**src/ittp_pkg.sv**
```systemverilog
// ----------------------------------------------------------------------------
// ittp_pkg
// Shared types, codes and helper functions for the infix to postfix converter.
// ----------------------------------------------------------------------------
package ittp_pkg;

    localparam int STACK_DEPTH_DEF = 32;

    typedef enum logic [2:0] {
        K_MUL  = 3'd0,
        K_DIV  = 3'd1,
        K_ADD  = 3'd2,
        K_SUB  = 3'd3,
        K_PAR  = 3'd4,
        K_BRK  = 3'd5,
        K_BRC  = 3'd6,
        K_NONE = 3'd7
    } kind_t;

    typedef enum logic [1:0] {
        CL_OPERAND,
        CL_OPERATOR,
        CL_OPEN,
        CL_CLOSE
    } cls_t;

    typedef enum logic [1:0] {
        ST_OK        = 2'd0,
        ST_FULL      = 2'd1,
        ST_UNMATCHED = 2'd2,
        ST_UNCLOSED  = 2'd3
    } status_t;

    typedef enum logic [1:0] {
        S_IDLE,
        S_EXEC,
        S_RELOAD
    } state_t;

    typedef enum logic [1:0] {
        PH_MAIN,
        PH_FLUSH,
        PH_END
    } phase_t;

    typedef struct packed {
        cls_t       cls;
        kind_t      kind;
        logic [7:0] sym;
        logic       last;
    } cmd_t;

    typedef struct packed {
        logic [7:0] sym;
        logic       sv;
        status_t    status;
    } res_t;

    function automatic logic [7:0] kind_char(kind_t k);
        logic [7:0] c;
        unique case (k)
            K_MUL:   c = 8'h2A;
            K_DIV:   c = 8'h2F;
            K_ADD:   c = 8'h2B;
            K_SUB:   c = 8'h2D;
            K_PAR:   c = 8'h28;
            K_BRK:   c = 8'h5B;
            K_BRC:   c = 8'h7B;
            default: c = 8'h00;
        endcase
        return c;
    endfunction

    function automatic logic [1:0] prec_of(kind_t k);
        logic [1:0] p;
        unique case (k)
            K_MUL, K_DIV: p = 2'd2;
            K_ADD, K_SUB: p = 2'd1;
            default:      p = 2'd0;
        endcase
        return p;
    endfunction

    function automatic cmd_t classify(logic [7:0] s, logic last);
        cmd_t c;
        c.sym  = s;
        c.last = last;
        unique case (s)
            8'h2A:   begin c.cls = CL_OPERATOR; c.kind = K_MUL;  end
            8'h2F:   begin c.cls = CL_OPERATOR; c.kind = K_DIV;  end
            8'h2B:   begin c.cls = CL_OPERATOR; c.kind = K_ADD;  end
            8'h2D:   begin c.cls = CL_OPERATOR; c.kind = K_SUB;  end
            8'h28:   begin c.cls = CL_OPEN;     c.kind = K_PAR;  end
            8'h5B:   begin c.cls = CL_OPEN;     c.kind = K_BRK;  end
            8'h7B:   begin c.cls = CL_OPEN;     c.kind = K_BRC;  end
            8'h29:   begin c.cls = CL_CLOSE;    c.kind = K_PAR;  end
            8'h5D:   begin c.cls = CL_CLOSE;    c.kind = K_BRK;  end
            8'h7D:   begin c.cls = CL_CLOSE;    c.kind = K_BRC;  end
            default: begin c.cls = CL_OPERAND;  c.kind = K_NONE; end
        endcase
        return c;
    endfunction

endpackage

```
**src/ittp_expr_if.sv**
```systemverilog
// ----------------------------------------------------------------------------
// ittp_expr_if
// Infix character channel: one expression character per transfer.
// ----------------------------------------------------------------------------
interface ittp_expr_if;
    logic       valid;
    logic       ready;
    logic [7:0] symbol;
    logic       end_of_expr;

    modport source (output valid, output symbol, output end_of_expr, input ready);
    modport sink   (input valid, input symbol, input end_of_expr, output ready);
endinterface

```
**src/ittp_post_if.sv**
```systemverilog
// ----------------------------------------------------------------------------
// ittp_post_if
// Postfix result channel: one character or status item per transfer.
// ----------------------------------------------------------------------------
interface ittp_post_if;
    logic       valid;
    logic       ready;
    logic [7:0] out_symbol;
    logic       symbol_valid;
    logic [1:0] status;
    logic       run_last;

    modport source (output valid, output out_symbol, output symbol_valid,
                    output status, output run_last, input ready);
    modport sink   (input valid, input out_symbol, input symbol_valid,
                    input status, input run_last, output ready);
endinterface

```
**src/ittp_ram.sv**
```systemverilog
// ----------------------------------------------------------------------------
// ittp_ram
// Generic single-write, single-read RAM with registered read data.
// ----------------------------------------------------------------------------
module ittp_ram #(
    parameter int WIDTH = 3,
    parameter int DEPTH = 32
) (
    input  logic                     clk,
    input  logic                     we,
    input  logic [$clog2(DEPTH)-1:0] waddr,
    input  logic [WIDTH-1:0]         wdata,
    input  logic [$clog2(DEPTH)-1:0] raddr,
    output logic [WIDTH-1:0]         rdata
);

    logic [WIDTH-1:0] mem [DEPTH];

    always_ff @(posedge clk)
    begin
        if (we)
        begin
            mem[waddr] <= wdata;
        end
        rdata <= mem[raddr];
    end

endmodule

```
**src/ittp_front.sv**
```systemverilog
// ----------------------------------------------------------------------------
// ittp_front
// Accepts expression characters, classifies them and queues the commands.
// ----------------------------------------------------------------------------
module ittp_front (
    input  logic              clk,
    input  logic              rst_n,
    ittp_expr_if.sink         expr,
    output logic              cmd_valid,
    input  logic              cmd_ready,
    output ittp_pkg::cmd_t    cmd
);

    ittp_pkg::cmd_t q_reg [2];
    logic           wr_ptr_reg;
    logic           wr_ptr_next;
    logic           rd_ptr_reg;
    logic           rd_ptr_next;
    logic [1:0]     cnt_reg;
    logic [1:0]     cnt_next;
    logic           push;
    logic           pop;

    assign expr.ready = (cnt_reg != 2'd2);
    assign push       = expr.valid && expr.ready;
    assign cmd_valid  = (cnt_reg != 2'd0);
    assign pop        = cmd_valid && cmd_ready;
    assign cmd        = q_reg[rd_ptr_reg];

    always_comb
    begin
        wr_ptr_next = push ? ~wr_ptr_reg : wr_ptr_reg;
        rd_ptr_next = pop  ? ~rd_ptr_reg : rd_ptr_reg;
        cnt_next    = cnt_reg + 2'(push) - 2'(pop);
    end

    always_ff @(posedge clk or negedge rst_n)
    begin
        if (!rst_n)
        begin
            wr_ptr_reg <= 1'b0;
            rd_ptr_reg <= 1'b0;
            cnt_reg    <= 2'd0;
        end
        else
        begin
            wr_ptr_reg <= wr_ptr_next;
            rd_ptr_reg <= rd_ptr_next;
            cnt_reg    <= cnt_next;
        end
    end

    always_ff @(posedge clk)
    begin
        if (push)
        begin
            q_reg[wr_ptr_reg] <= ittp_pkg::classify(expr.symbol, expr.end_of_expr);
        end
    end

endmodule

```
**src/ittp_back.sv**
```systemverilog
// ----------------------------------------------------------------------------
// ittp_back
// Operator stack sequencer: pops, pushes and flushes, and stages results so
// the last one of each character can be marked.
// ----------------------------------------------------------------------------
module ittp_back #(
    parameter int STACK_DEPTH = ittp_pkg::STACK_DEPTH_DEF
) (
    input  logic              clk,
    input  logic              rst_n,
    input  logic              cmd_valid,
    output logic              cmd_ready,
    input  ittp_pkg::cmd_t    cmd,
    ittp_post_if.source       postfix
);

    localparam int AW = $clog2(STACK_DEPTH);
    localparam int CW = $clog2(STACK_DEPTH + 1);

    ittp_pkg::state_t state_reg;
    ittp_pkg::state_t state_next;
    ittp_pkg::phase_t phase_reg;
    ittp_pkg::phase_t phase_next;
    ittp_pkg::cmd_t   cmd_reg;
    ittp_pkg::kind_t  top_reg;
    ittp_pkg::kind_t  top_next;
    logic [CW-1:0]    count_reg;
    logic [CW-1:0]    count_next;

    ittp_pkg::res_t   pend_reg;
    logic             pend_valid_reg;
    logic             pend_valid_next;
    logic             out_valid_reg;
    logic             out_valid_next;
    ittp_pkg::res_t   out_res_reg;
    logic             out_last_reg;

    logic             emit;
    ittp_pkg::res_t   emit_res;
    logic             pop;
    logic             push;
    logic             main_done;
    logic             flush_done;
    logic             fin;
    logic             stall;
    logic             exec;
    logic             emit_fire;
    logic             pop_fire;
    logic             push_fire;
    logic             fin_fire;
    logic             out_free;
    logic             full;
    logic             load;

    logic [AW-1:0]    raddr;
    logic [2:0]       rdata;

    assign out_free  = !out_valid_reg || postfix.ready;
    assign full      = (count_reg == CW'(STACK_DEPTH));
    assign exec      = (state_reg == ittp_pkg::S_EXEC);
    assign cmd_ready = (state_reg == ittp_pkg::S_IDLE);
    assign load      = cmd_valid && cmd_ready;

    always_comb
    begin
        emit       = 1'b0;
        emit_res   = '{sym: 8'h00, sv: 1'b0, status: ittp_pkg::ST_OK};
        pop        = 1'b0;
        push       = 1'b0;
        main_done  = 1'b0;
        flush_done = 1'b0;
        fin        = 1'b0;
        if (exec)
        begin
            unique case (phase_reg)
                ittp_pkg::PH_MAIN:
                begin
                    unique case (cmd_reg.cls)
                        ittp_pkg::CL_OPERATOR:
                        begin
                            if (count_reg != '0 && top_reg <= ittp_pkg::K_SUB &&
                                ittp_pkg::prec_of(top_reg) >= ittp_pkg::prec_of(cmd_reg.kind))
                            begin
                                emit     = 1'b1;
                                emit_res = '{sym: ittp_pkg::kind_char(top_reg), sv: 1'b1,
                                             status: ittp_pkg::ST_OK};
                                pop      = 1'b1;
                            end
                            else if (full)
                            begin
                                emit      = 1'b1;
                                emit_res  = '{sym: 8'h00, sv: 1'b0, status: ittp_pkg::ST_FULL};
                                main_done = 1'b1;
                            end
                            else
                            begin
                                push      = 1'b1;
                                main_done = 1'b1;
                            end
                        end
                        ittp_pkg::CL_OPEN:
                        begin
                            if (full)
                            begin
                                emit     = 1'b1;
                                emit_res = '{sym: 8'h00, sv: 1'b0, status: ittp_pkg::ST_FULL};
                            end
                            else
                            begin
                                push = 1'b1;
                            end
                            main_done = 1'b1;
                        end
                        ittp_pkg::CL_CLOSE:
                        begin
                            priority if (count_reg == '0)
                            begin
                                emit      = 1'b1;
                                emit_res  = '{sym: 8'h00, sv: 1'b0,
                                              status: ittp_pkg::ST_UNMATCHED};
                                main_done = 1'b1;
                            end
                            else if (top_reg == cmd_reg.kind)
                            begin
                                pop       = 1'b1;
                                main_done = 1'b1;
                            end
                            else if (top_reg >= ittp_pkg::K_PAR)
                            begin
                                emit      = 1'b1;
                                emit_res  = '{sym: 8'h00, sv: 1'b0,
                                              status: ittp_pkg::ST_UNMATCHED};
                                main_done = 1'b1;
                            end
                            else
                            begin
                                emit     = 1'b1;
                                emit_res = '{sym: ittp_pkg::kind_char(top_reg), sv: 1'b1,
                                             status: ittp_pkg::ST_OK};
                                pop      = 1'b1;
                            end
                        end
                        ittp_pkg::CL_OPERAND:
                        begin
                            emit      = 1'b1;
                            emit_res  = '{sym: cmd_reg.sym, sv: 1'b1, status: ittp_pkg::ST_OK};
                            main_done = 1'b1;
                        end
                        default:
                        begin
                            main_done = 1'b1;
                        end
                    endcase
                end
                ittp_pkg::PH_FLUSH:
                begin
                    if (count_reg == '0)
                    begin
                        flush_done = 1'b1;
                    end
                    else
                    begin
                        emit = 1'b1;
                        pop  = 1'b1;
                        if (top_reg >= ittp_pkg::K_PAR)
                        begin
                            emit_res = '{sym: 8'h00, sv: 1'b0, status: ittp_pkg::ST_UNCLOSED};
                        end
                        else
                        begin
                            emit_res = '{sym: ittp_pkg::kind_char(top_reg), sv: 1'b1,
                                         status: ittp_pkg::ST_OK};
                        end
                    end
                end
                ittp_pkg::PH_END:
                begin
                    fin = 1'b1;
                end
                default:
                begin
                    fin = 1'b1;
                end
            endcase
        end
    end

    assign stall     = (emit && pend_valid_reg && !out_free) ||
                       (fin && pend_valid_reg && !out_free);
    assign emit_fire = emit && !stall;
    assign pop_fire  = pop && !stall;
    assign push_fire = push && !stall;
    assign fin_fire  = fin && !stall;

    always_comb
    begin
        state_next = state_reg;
        phase_next = phase_reg;
        unique case (state_reg)
            ittp_pkg::S_IDLE:
            begin
                if (load)
                begin
                    state_next = ittp_pkg::S_EXEC;
                    phase_next = ittp_pkg::PH_MAIN;
                end
            end
            ittp_pkg::S_EXEC:
            begin
                if (!stall)
                begin
                    if (main_done)
                    begin
                        phase_next = cmd_reg.last ? ittp_pkg::PH_FLUSH : ittp_pkg::PH_END;
                    end
                    if (flush_done)
                    begin
                        phase_next = ittp_pkg::PH_END;
                    end
                    if (fin_fire)
                    begin
                        state_next = ittp_pkg::S_IDLE;
                    end
                    else if (pop_fire && count_reg > CW'(1))
                    begin
                        state_next = ittp_pkg::S_RELOAD;
                    end
                end
            end
            ittp_pkg::S_RELOAD:
            begin
                state_next = ittp_pkg::S_EXEC;
            end
            default:
            begin
                state_next = ittp_pkg::S_IDLE;
            end
        endcase
    end

    always_comb
    begin
        count_next = count_reg;
        top_next   = top_reg;
        if (push_fire)
        begin
            count_next = count_reg + CW'(1);
            top_next   = cmd_reg.kind;
        end
        else if (pop_fire)
        begin
            count_next = count_reg - CW'(1);
        end
        if (state_reg == ittp_pkg::S_RELOAD)
        begin
            top_next = ittp_pkg::kind_t'(rdata);
        end
    end

    assign raddr = AW'(count_reg - CW'(2));

    ittp_ram #(
        .WIDTH (3),
        .DEPTH (STACK_DEPTH)
    ) u_stack (
        .clk   (clk),
        .we    (push_fire),
        .waddr (AW'(count_reg)),
        .wdata (cmd_reg.kind),
        .raddr (raddr),
        .rdata (rdata)
    );

    always_comb
    begin
        pend_valid_next = pend_valid_reg;
        if (emit_fire)
        begin
            pend_valid_next = 1'b1;
        end
        else if (fin_fire)
        begin
            pend_valid_next = 1'b0;
        end
        out_valid_next = out_valid_reg;
        if (out_free)
        begin
            out_valid_next = pend_valid_reg && (emit_fire || fin_fire);
        end
    end

    always_ff @(posedge clk or negedge rst_n)
    begin
        if (!rst_n)
        begin
            state_reg      <= ittp_pkg::S_IDLE;
            phase_reg      <= ittp_pkg::PH_MAIN;
            count_reg      <= '0;
            pend_valid_reg <= 1'b0;
            out_valid_reg  <= 1'b0;
        end
        else
        begin
            state_reg      <= state_next;
            phase_reg      <= phase_next;
            count_reg      <= count_next;
            pend_valid_reg <= pend_valid_next;
            out_valid_reg  <= out_valid_next;
        end
    end

    always_ff @(posedge clk)
    begin
        top_reg <= top_next;
        if (load)
        begin
            cmd_reg <= cmd;
        end
        if (emit_fire)
        begin
            pend_reg <= emit_res;
        end
        if (out_free && pend_valid_reg && (emit_fire || fin_fire))
        begin
            out_res_reg  <= pend_reg;
            out_last_reg <= fin_fire;
        end
    end

    assign postfix.valid        = out_valid_reg;
    assign postfix.out_symbol   = out_res_reg.sym;
    assign postfix.symbol_valid = out_res_reg.sv;
    assign postfix.status       = out_res_reg.status;
    assign postfix.run_last     = out_last_reg;

    a_pop_nonempty: assert property (@(posedge clk) disable iff (!rst_n)
        pop_fire |-> count_reg != '0)
        else $error("pop from empty stack");

    a_push_room: assert property (@(posedge clk) disable iff (!rst_n)
        push_fire |-> !full)
        else $error("push into full stack");

    a_reload_after_pop: assert property (@(posedge clk) disable iff (!rst_n)
        state_reg == ittp_pkg::S_RELOAD |-> $past(pop_fire))
        else $error("stack reload without pop");

    a_finish_clears: assert property (@(posedge clk) disable iff (!rst_n)
        fin_fire |=> !pend_valid_reg && state_reg == ittp_pkg::S_IDLE)
        else $error("staged result left after finish");

endmodule

```
**src/infix_to_postfix_converter.sv**
```systemverilog
// ----------------------------------------------------------------------------
// infix_to_postfix_converter
// Shunting-yard converter: infix characters in, postfix characters and
// error status items out.
// ----------------------------------------------------------------------------
// Timing: a character enters the command queue at its transfer and the stack
//   sequencer loads it only when idle; each result is staged in its step and
//   reaches the output register with the next result or the finish step of
//   its character.
// Steps: a load, a main step and a finish step per character, plus a step per
//   entry popped ahead of the main step or by the end-marker flush, plus a step
//   to close the flush, plus a reload step for each pop that leaves the stack
//   non-empty (registered read of the new top); output stalls add to this.
// Reset: stack count, queue and output valid clear; stack RAM is not cleared.
// ----------------------------------------------------------------------------
module infix_to_postfix_converter #(
    parameter int STACK_DEPTH = ittp_pkg::STACK_DEPTH_DEF
) (
    input  logic        clk,
    input  logic        rst_n,
    ittp_expr_if.sink   expr,
    ittp_post_if.source postfix
);

    logic           cmd_valid;
    logic           cmd_ready;
    ittp_pkg::cmd_t cmd;

    ittp_front u_front (
        .clk       (clk),
        .rst_n     (rst_n),
        .expr      (expr),
        .cmd_valid (cmd_valid),
        .cmd_ready (cmd_ready),
        .cmd       (cmd)
    );

    ittp_back #(
        .STACK_DEPTH (STACK_DEPTH)
    ) u_back (
        .clk       (clk),
        .rst_n     (rst_n),
        .cmd_valid (cmd_valid),
        .cmd_ready (cmd_ready),
        .cmd       (cmd),
        .postfix   (postfix)
    );

endmodule
```
**src/flat_wrapper.sv**
```systemverilog
// flat-port wrapper written by rule: the top's interface ports become plain ports
module infix_to_postfix_converter_flat 
#(
    parameter int STACK_DEPTH = ittp_pkg::STACK_DEPTH_DEF
)
  (clk, rst_n, expr_valid, expr_symbol, expr_end_of_expr, expr_ready, postfix_valid, postfix_out_symbol, postfix_symbol_valid, postfix_status, postfix_run_last, postfix_ready);
  ittp_expr_if expr_i ();
  ittp_post_if postfix_i ();
  input  logic clk;
  input  logic rst_n;
  input wire logic [$bits(expr_i.valid)-1:0] expr_valid;
  input wire logic [$bits(expr_i.symbol)-1:0] expr_symbol;
  input wire logic [$bits(expr_i.end_of_expr)-1:0] expr_end_of_expr;
  output wire logic [$bits(expr_i.ready)-1:0] expr_ready;
  output wire logic [$bits(postfix_i.valid)-1:0] postfix_valid;
  output wire logic [$bits(postfix_i.out_symbol)-1:0] postfix_out_symbol;
  output wire logic [$bits(postfix_i.symbol_valid)-1:0] postfix_symbol_valid;
  output wire logic [$bits(postfix_i.status)-1:0] postfix_status;
  output wire logic [$bits(postfix_i.run_last)-1:0] postfix_run_last;
  input wire logic [$bits(postfix_i.ready)-1:0] postfix_ready;
  assign expr_i.valid = expr_valid;
  assign expr_i.symbol = expr_symbol;
  assign expr_i.end_of_expr = expr_end_of_expr;
  assign expr_ready = expr_i.ready;
  assign postfix_valid = postfix_i.valid;
  assign postfix_out_symbol = postfix_i.out_symbol;
  assign postfix_symbol_valid = postfix_i.symbol_valid;
  assign postfix_status = postfix_i.status;
  assign postfix_run_last = postfix_i.run_last;
  assign postfix_i.ready = postfix_ready;
  infix_to_postfix_converter #(.STACK_DEPTH(STACK_DEPTH)) u_core (.clk(clk), .rst_n(rst_n), .expr(expr_i), .postfix(postfix_i));
endmodule
```
**config.mk**
```make
export PLATFORM = sky130hd
export DESIGN_NAME = infix_to_postfix_converter_flat
export DESIGN_NICKNAME = d
export VERILOG_FILES = /design/src/ittp_pkg.sv /design/src/ittp_expr_if.sv /design/src/ittp_post_if.sv /design/src/ittp_ram.sv /design/src/ittp_front.sv /design/src/ittp_back.sv /design/src/infix_to_postfix_converter.sv /design/src/flat_wrapper.sv
export SDC_FILE = /design/constraint.sdc
export NUM_CORES = 1
export LEC_CHECK = 0
export BUFFER_PORTS_ARGS = -buffer_cell sky130_fd_sc_hd__buf_2
export CORE_MARGIN = 2
export CORE_UTILIZATION = 30
export CTS_CLUSTER_SIZE = 8
export DETAILED_ROUTE_END_ITERATION = 10
export REMOVE_ABC_BUFFERS = 1
export SYNTH_ARGS = -nofsm -noshare
export SYNTH_HDL_FRONTEND = slang
export SYNTH_SLANG_ARGS = --single-unit
```
**constraint.sdc**
```tcl
create_clock -name clk -period 3.73 [get_ports clk]
set_input_delay 0.373 -clock clk [delete_from_list [all_inputs] [get_ports clk]]
set_output_delay 0.373 -clock clk [all_outputs]
set_load 0.1 [all_outputs]
```
Word-level counts from Yosys, hierarchy flattened
Memory sizes are Yosys's and may differ from the RTL's. A register that Yosys moved wholly into a read port is not among the register bits.
Index checks and enable logic that the tools add are counted.
Widths: inputs -> output; s select.
- logic and storage cells: 176
- output and inout bits: 14
- bits in writable memories: 124
- memories: 2
- bits of input ports: 13
- register bits: 42
- bitwise gates (word level): 2
- magnitude comparators: 4
- $add $sub $neg: 5
- mux-type cells: 73
- eq/ne operators: 32
- reduce and logical (&&, ||, !) cells: 42
- memories (memory ; words ; bits a word ; read ports ; clocked after Yosys merged registers in ; write ports ; RTL line ; text):
    u_core.u_back.u_stack.mem ; 32 ; 3 ; 1 ; 1 ; 1 ; ittp_ram.sv:17 ; logic [WIDTH-1:0] mem [DEPTH];
    u_core.u_front.q_reg ; 2 ; 14 ; 1 ; 1 ; 1 ; ittp_front.sv:14 ; ittp_pkg::cmd_t q_reg [2];
- operators with widths (kind ; number):
    $pmux 5 s10 ; 1
    $pmux 7 s7 ; 1
    $eq 8x6->1 const B ; 6
    $pmux 11 s4 ; 1
    $mux 10 ; 4
    $mux 1 ; 33
    $eq 8x7->1 const B ; 4
    $mux 2 ; 15
    $mux 11 ; 2
    $pmux 11 s2 ; 1
    $logic_and 1x1->1 ; 16
    $eq 3x2->1 const B ; 4
    $mux 6 ; 2
    $pmux 2 s2 ; 3
    $reduce_or 2->1 ; 6
    $reduce_bool 2->1 ; 5
    $eq 3x3->1 const B ; 3
    $pmux 1 s2 ; 4
    $add 6x1->6 const B ; 1
    $eq 2x1->1 const B ; 3
    $eq 2x2->1 const B ; 3
    $eq 3x1->1 const B ; 2
    $eq 6x6->1 const B ; 1
    $gt 6x1->1 const B ; 1
    26 further kinds ; 36

Depth between registers and ports, before layout
- depth in word-level cells: 22
- gate-level depth with buffers: 12
- mapped depth without buffers: 10

By module
Synthesis repeated with hierarchy kept, for this count alone.
- cell total of the unflattened synthesis: 507
- area total of the unflattened synthesis: 8061.5 sq um
- modules (own cells, without submodules) (module ; area an instance (sq um) ; seq. area each (sq um) ; instances ; cells each):
    ittp_ram ; 3916.3 ; 2942.8 ; 1 ; 185
    ittp_back ; 2696.3 ; 1501.4 ; 1 ; 229
    ittp_front ; 1448.9 ; 940.9 ; 1 ; 93

Worst setup path after synthesis
OpenSTA, ideal clock, no wires.
- kind: register to register
- start point: register u_core.u_back.count_reg[1]
- end point: register u_core.u_back.out_res_reg (netlist bit u_core.u_back.postfix.out_symbol[0]) (enable)
- path buffers: 2
- setup time: 380 ps
- required time: 3350 ps
- data arrival time: 3039 ps
- stages on the path, launching flop included: 10
- slack: 311 ps
- clock period less this slack: 3419 ps
- cells stage by stage: dfrtp_1 clkbuf_1 buf_1 inv_1 ha_1 nor4b_2 o311ai_1 a311o_1 nand3_1 nor2_1
- cells in the longest elaborated chain, start to end: 14
- elaborated cells between the ends (all ways): 20
- those cells by class: eq/ne (1); mux (7); reduce/logical (12)
- ends and longest elaborated chain (item ; RTL line ; text):
    from (decl) ; ittp_back.sv:27 ; logic [CW-1:0] count_reg;
    from (signal assigned) ; ittp_back.sv:306 ; count_reg <= count_next;
    $reduce_bool 6->1 ; ittp_back.sv:81 ; if (count_reg != '0 && top_reg <= ittp_pkg::K_SUB &&
    $logic_and 1x1->1 (2 in a row) ; ittp_back.sv:81 ;
    $mux 1 ; ittp_back.sv:81 ;
    $pmux 1 s4 ; ittp_back.sv:78 ; unique case (cmd_reg.cls)
    $pmux 1 s2 (*) ; ittp_back.sv:75 ; unique case (phase_reg)
    $mux 1 (*) ; ittp_back.sv:73 ; if (exec)
    $logic_and 1x1->1 (2 in a row) ; ittp_back.sv:188 ; assign stall = (emit && pend_valid_reg && !out_free) ||
    $logic_or 1x1->1 ; ittp_back.sv:188 ;
    $logic_not 1->1 ; - ;
    $logic_and 1x1->1 (on tied branches) ; ittp_back.sv:190, ittp_back.sv:193 ;
    $logic_or 1x1->1 (*) ; ittp_back.sv:323 ; if (out_free && pend_valid_reg && (emit_fire || fin_fire))
    $logic_and 1x1->1 (*) ; ittp_back.sv:323 ;
    to (signal assigned) ; ittp_back.sv:325 ; out_res_reg <= pend_reg;
    to (decl) ; ittp_back.sv:35 ; ittp_pkg::res_t out_res_reg;
Mark *: on every way between the ends. The rest lies on a longest branch, timed or not.
A chain may end at the register's enable or synchronous reset.

Final worst setup path
- start point: register u_core.u_back.phase_reg[0]
- end point: memory u_core.u_back.u_stack.mem[12][0] (enable)
- cells in the longest elaborated chain, start to end: 11
- elaborated cells between the ends (all ways): 18
- those cells by class: eq/ne (1); mux (8); reduce/logical (9)
- ends and longest elaborated chain (item ; RTL line ; text):
    from (decl) ; ittp_back.sv:22 ; ittp_pkg::phase_t phase_reg;
    from (signal assigned) ; ittp_back.sv:297 ; phase_reg <= ittp_pkg::PH_MAIN;
    from (signal assigned) ; ittp_back.sv:305 ; phase_reg <= phase_next;
    $eq 2x1->1 / $logic_not 2->1 (equally long branches) ; ittp_back.sv:75 ;
    $reduce_or 2->1 (no source line) ; - ;
    $mux 1 ; ittp_back.sv:75 ;
    $mux 1 ; ittp_back.sv:73 ;
    $logic_and 1x1->1 (2 in a row) ; ittp_back.sv:189 ; (fin && pend_valid_reg && !out_free);
    $logic_or 1x1->1 ; ittp_back.sv:188 ;
    $logic_not 1->1 ; - ;
    $logic_and 1x1->1 (*) ; ittp_back.sv:192 ; assign push_fire = push && !stall;
    $mux 1 (*) ; ittp_ram.sv:21 ; if (we)
    $mux 1 (not written as such) (*) ; ittp_ram.sv:23 ; mem[waddr] <= wdata;
    to (decl) ; ittp_ram.sv:17 ;
Marks and branches as above.

==> impl_metrics.tcl <==
set metrics [dict create \
    clockBufferDepth 2 \
    grt_usage 0.116 \
    min_from "expr_end_of_expr" \
    dp.cells 836 \
    synthMostInstantiatedCell "edfxtp_1" \
    place_area_mm2 0.00843 \
    drt_iter0_markers 300 \
    yosysWarnings 0 \
    hp-class "primary input to flop" \
    hold_path_depth 1 \
    cts_resized 0 \
    synth_area_leaders "edfxtp_1 (62%), mux4_2 (8.5%), dfrtp_1 (5.1%)" \
    dieArea_mm2 0.0277 \
    max_freq_ghz 0.317 \
    overflow 0 \
    synth_fa_ha_area_frac 0.0253 \
    vias 4258 \
    startpoint_type "flop" \
    final_util 0.348 \
    wl_mm 15.4 \
    reg2reg_from "u_core.u_back.phase_reg[0]" \
    viasPerCell 4.90 \
    synth_edf_count 164 \
    htreeDepth 4 \
    netlist_instances 487 \
    drc 0 \
    synth.area.mux_share 0.118 \
    setup_ws_ns 0.573 \
    hold_violations 0 \
    root_buffer "clkbuf_16" \
    synthArstFlopShare 0.0874 \
    critPathCaptureType "flop" \
    dp_hpwl_mm 10.3 \
    critPathRequiredTime_ns 3.84 \
    holdPathEnd "u_core.u_front.q_reg[1][0]" \
    post_cts_buffers 0 \
    rsz0062_at_grt "false" \
    worst_r2r_path_depth 6 \
    yosysUniqueCellTypes 67 \
    yosys.area.top_type_share 0.623 \
    cts_buffers 17 \
    cellPowerDensity_mw_per_mm2 854 \
    antenna_found_initial 1 \
    cts_hold_buf 1 \
    largest_reg_flops 96 \
    first_global_vias 4437 \
    synth_xor_area_frac 0.0166 \
    core_mm2 0.0260 \
    crit_type "flop to flop" \
    relSlewSlack 0.242 \
    fill_cells 2473 \
    synth_top_family_by_area "multiplexers" \
    gp_congestion 0.892 \
    dieHeight_um 166 \
    cp.arrival_ns 3.26 \
    drive_gt1_frac 0.255 \
    firstDrtPassIters 4 \
    avgSynthCellArea_um2 16.2 \
    p_total_uw 7730 \
    synth_area_mm2 0.00791 \
    grt_max_degree 35 \
    skew_ns 0.00993 \
    clock_sinks 183 \
    timing.rr.end "u_core.u_back.u_stack.mem[12][0]" \
    r2r_slack_ns 0.57 \
    setup_violations 0 \
    wl_per_cell_um 17.7 \
    preCtsSetupSlack_ns 0.580 \
    insertion_delay_ns 0.43 \
    synth-simple-area-share 0.0845 \
    maxCapViolCount 0 \
    synth_common_cells "edfxtp_1 (164), nor2_1 (50), mux4_2 (30)" \
    design_area_mm2 0.00905 \
    worst_pin_slew_ns 1.13 \
    nets 550 \
    area_growth_pct 14.5 \
    synth_top_cell_by_area "edfxtp_1" \
    port_buffers 26 \
    fin_cells 869 \
    die_x_um 166 \
    period_needed_ns 3.16 \
    leakagePower_uw 0.00300 \
    cts_tree "done" \
    rows 59 \
    synth_compound_area_frac 0.0554 \
    yosysSeqAreaShare 0.681 \
    status "finished, final reports clean" \
    grt_pass1_wl_mm 25.0 \
    ir_worst_vdd_mv 0.500 \
    path_clk_slew_ns 0.07 \
    ys_seq_elements 183 \
    fin_crit_sh 0.847 \
    n_antenna_cell 0 \
    ios 27 \
    cp_max_fo 13 \
    synth_flop_cell "edfxtp_1" \
    start_util 0.304 \
    ant_nets 0 \
    slew_violations 0 \
]
-- metal layers --
layer	wire, um	GRT usage	vias up
li1	-	-	1965
met4	203	0.0420	2
met3	574	0.0272	16
met5	13	0	-
met2	7600	0.191	83
met1	7000	0.152	2192
-- worst max path at each step --
| stage | start | to | depth (start not counted) | slack [ns] |
|---|---|---|---|---|
| after floorplan | u_core.u_back.count_reg[0] | u_core.u_back.postfix.out_symbol[0] | 7 | -0.07 |
| after global placement | u_core.u_back.top_reg[1] | u_core.u_back.u_stack.mem[16][1] | 8 | 0.72 |
| after detailed placement | u_core.u_back.phase_reg[0] | u_core.u_back.u_stack.mem[16][2] | 6 | 0.58 |
| after global routing | u_core.u_back.top_reg[1] | u_core.u_back.u_stack.mem[10][1] | 8 | 0.35 |
| after CTS | u_core.u_back.phase_reg[0] | u_core.u_back.u_stack.mem[16][2] | 6 | 0.57 |
| final | u_core.u_back.phase_reg[0] | u_core.u_back.u_stack.mem[12][0] | 6 | 0.57 |
-- stage by stage --
stage | TNS, ns | hold slack, ns
after global placement | 0 | 0.320
after global routing | 0 | 0.132
after floorplan | -0.858 | 0.0774
after detailed placement | 0 | 0.323
final | 0 | 0.140
after CTS | 0 | 0.131
-- final cells by class --
cell class                 instances  area [um2]  area share
sequential                       183        5390       0.595
multi-input combinational        271        2370       0.262
clock buffer                      17         425      0.0470
tap                              335         419      0.0463
timing repair buffer              37         215      0.0238
clock inverter                    15         193      0.0213
inverter                          11        41.3     0.00456
-- cell usage in the layout, fill, tap and decap left out, types with 3 or more instances in the layout --
cell type,netlist,routed
a211oi_1,4,4
a21oi_1,11,11
a31oi_1,3,3
and3_1,3,3
buf_2,2,26
buf_4,1,10
clkbuf_16,0,17
dfrtp_1,16,16
dfxtp_1,3,3
edfxtp_1,164,164
ha_1,16,16
inv_1,11,11
inv_6,0,3
inv_8,0,7
mux2_2,21,21
mux4_2,30,30
nand2_1,20,20
nand2b_1,6,6
nand3_1,11,11
nand3b_1,4,4
nor2_1,50,50
nor2b_1,5,5
nor3_1,8,7
nor3b_1,4,4
nor4_1,3,3
o21ai_0,7,7
o31ai_1,4,4
xnor2_1,8,8
xor2_1,7,7
-- worst max-delay path: stages, from the launching register on --
cell	delay [ns]
dfrtp_1	0.48
or4b_4	0.57
a2111o_1	0.42
a31o_4	0.24
a31oi_4	0.36
nand2_1	0.40
nor2_1	0.36
-- cells by family (layout without fill, tap and decap cells) --
group	after synthesis	in the layout
simple gates	132	132
xor+xnor	15	15
mux	53	53
fa+ha+maj	16	16
buf+inv	33	80
compound gates	55	55
flops	183	183
-- where the power goes --
part	switching [uW]	total [uW]	internal (uW)
Sequential	256	3070	2810
Combinational	1790	2820	1030
Clock	865	1840	979
Power figures use the tool's default switching activity.
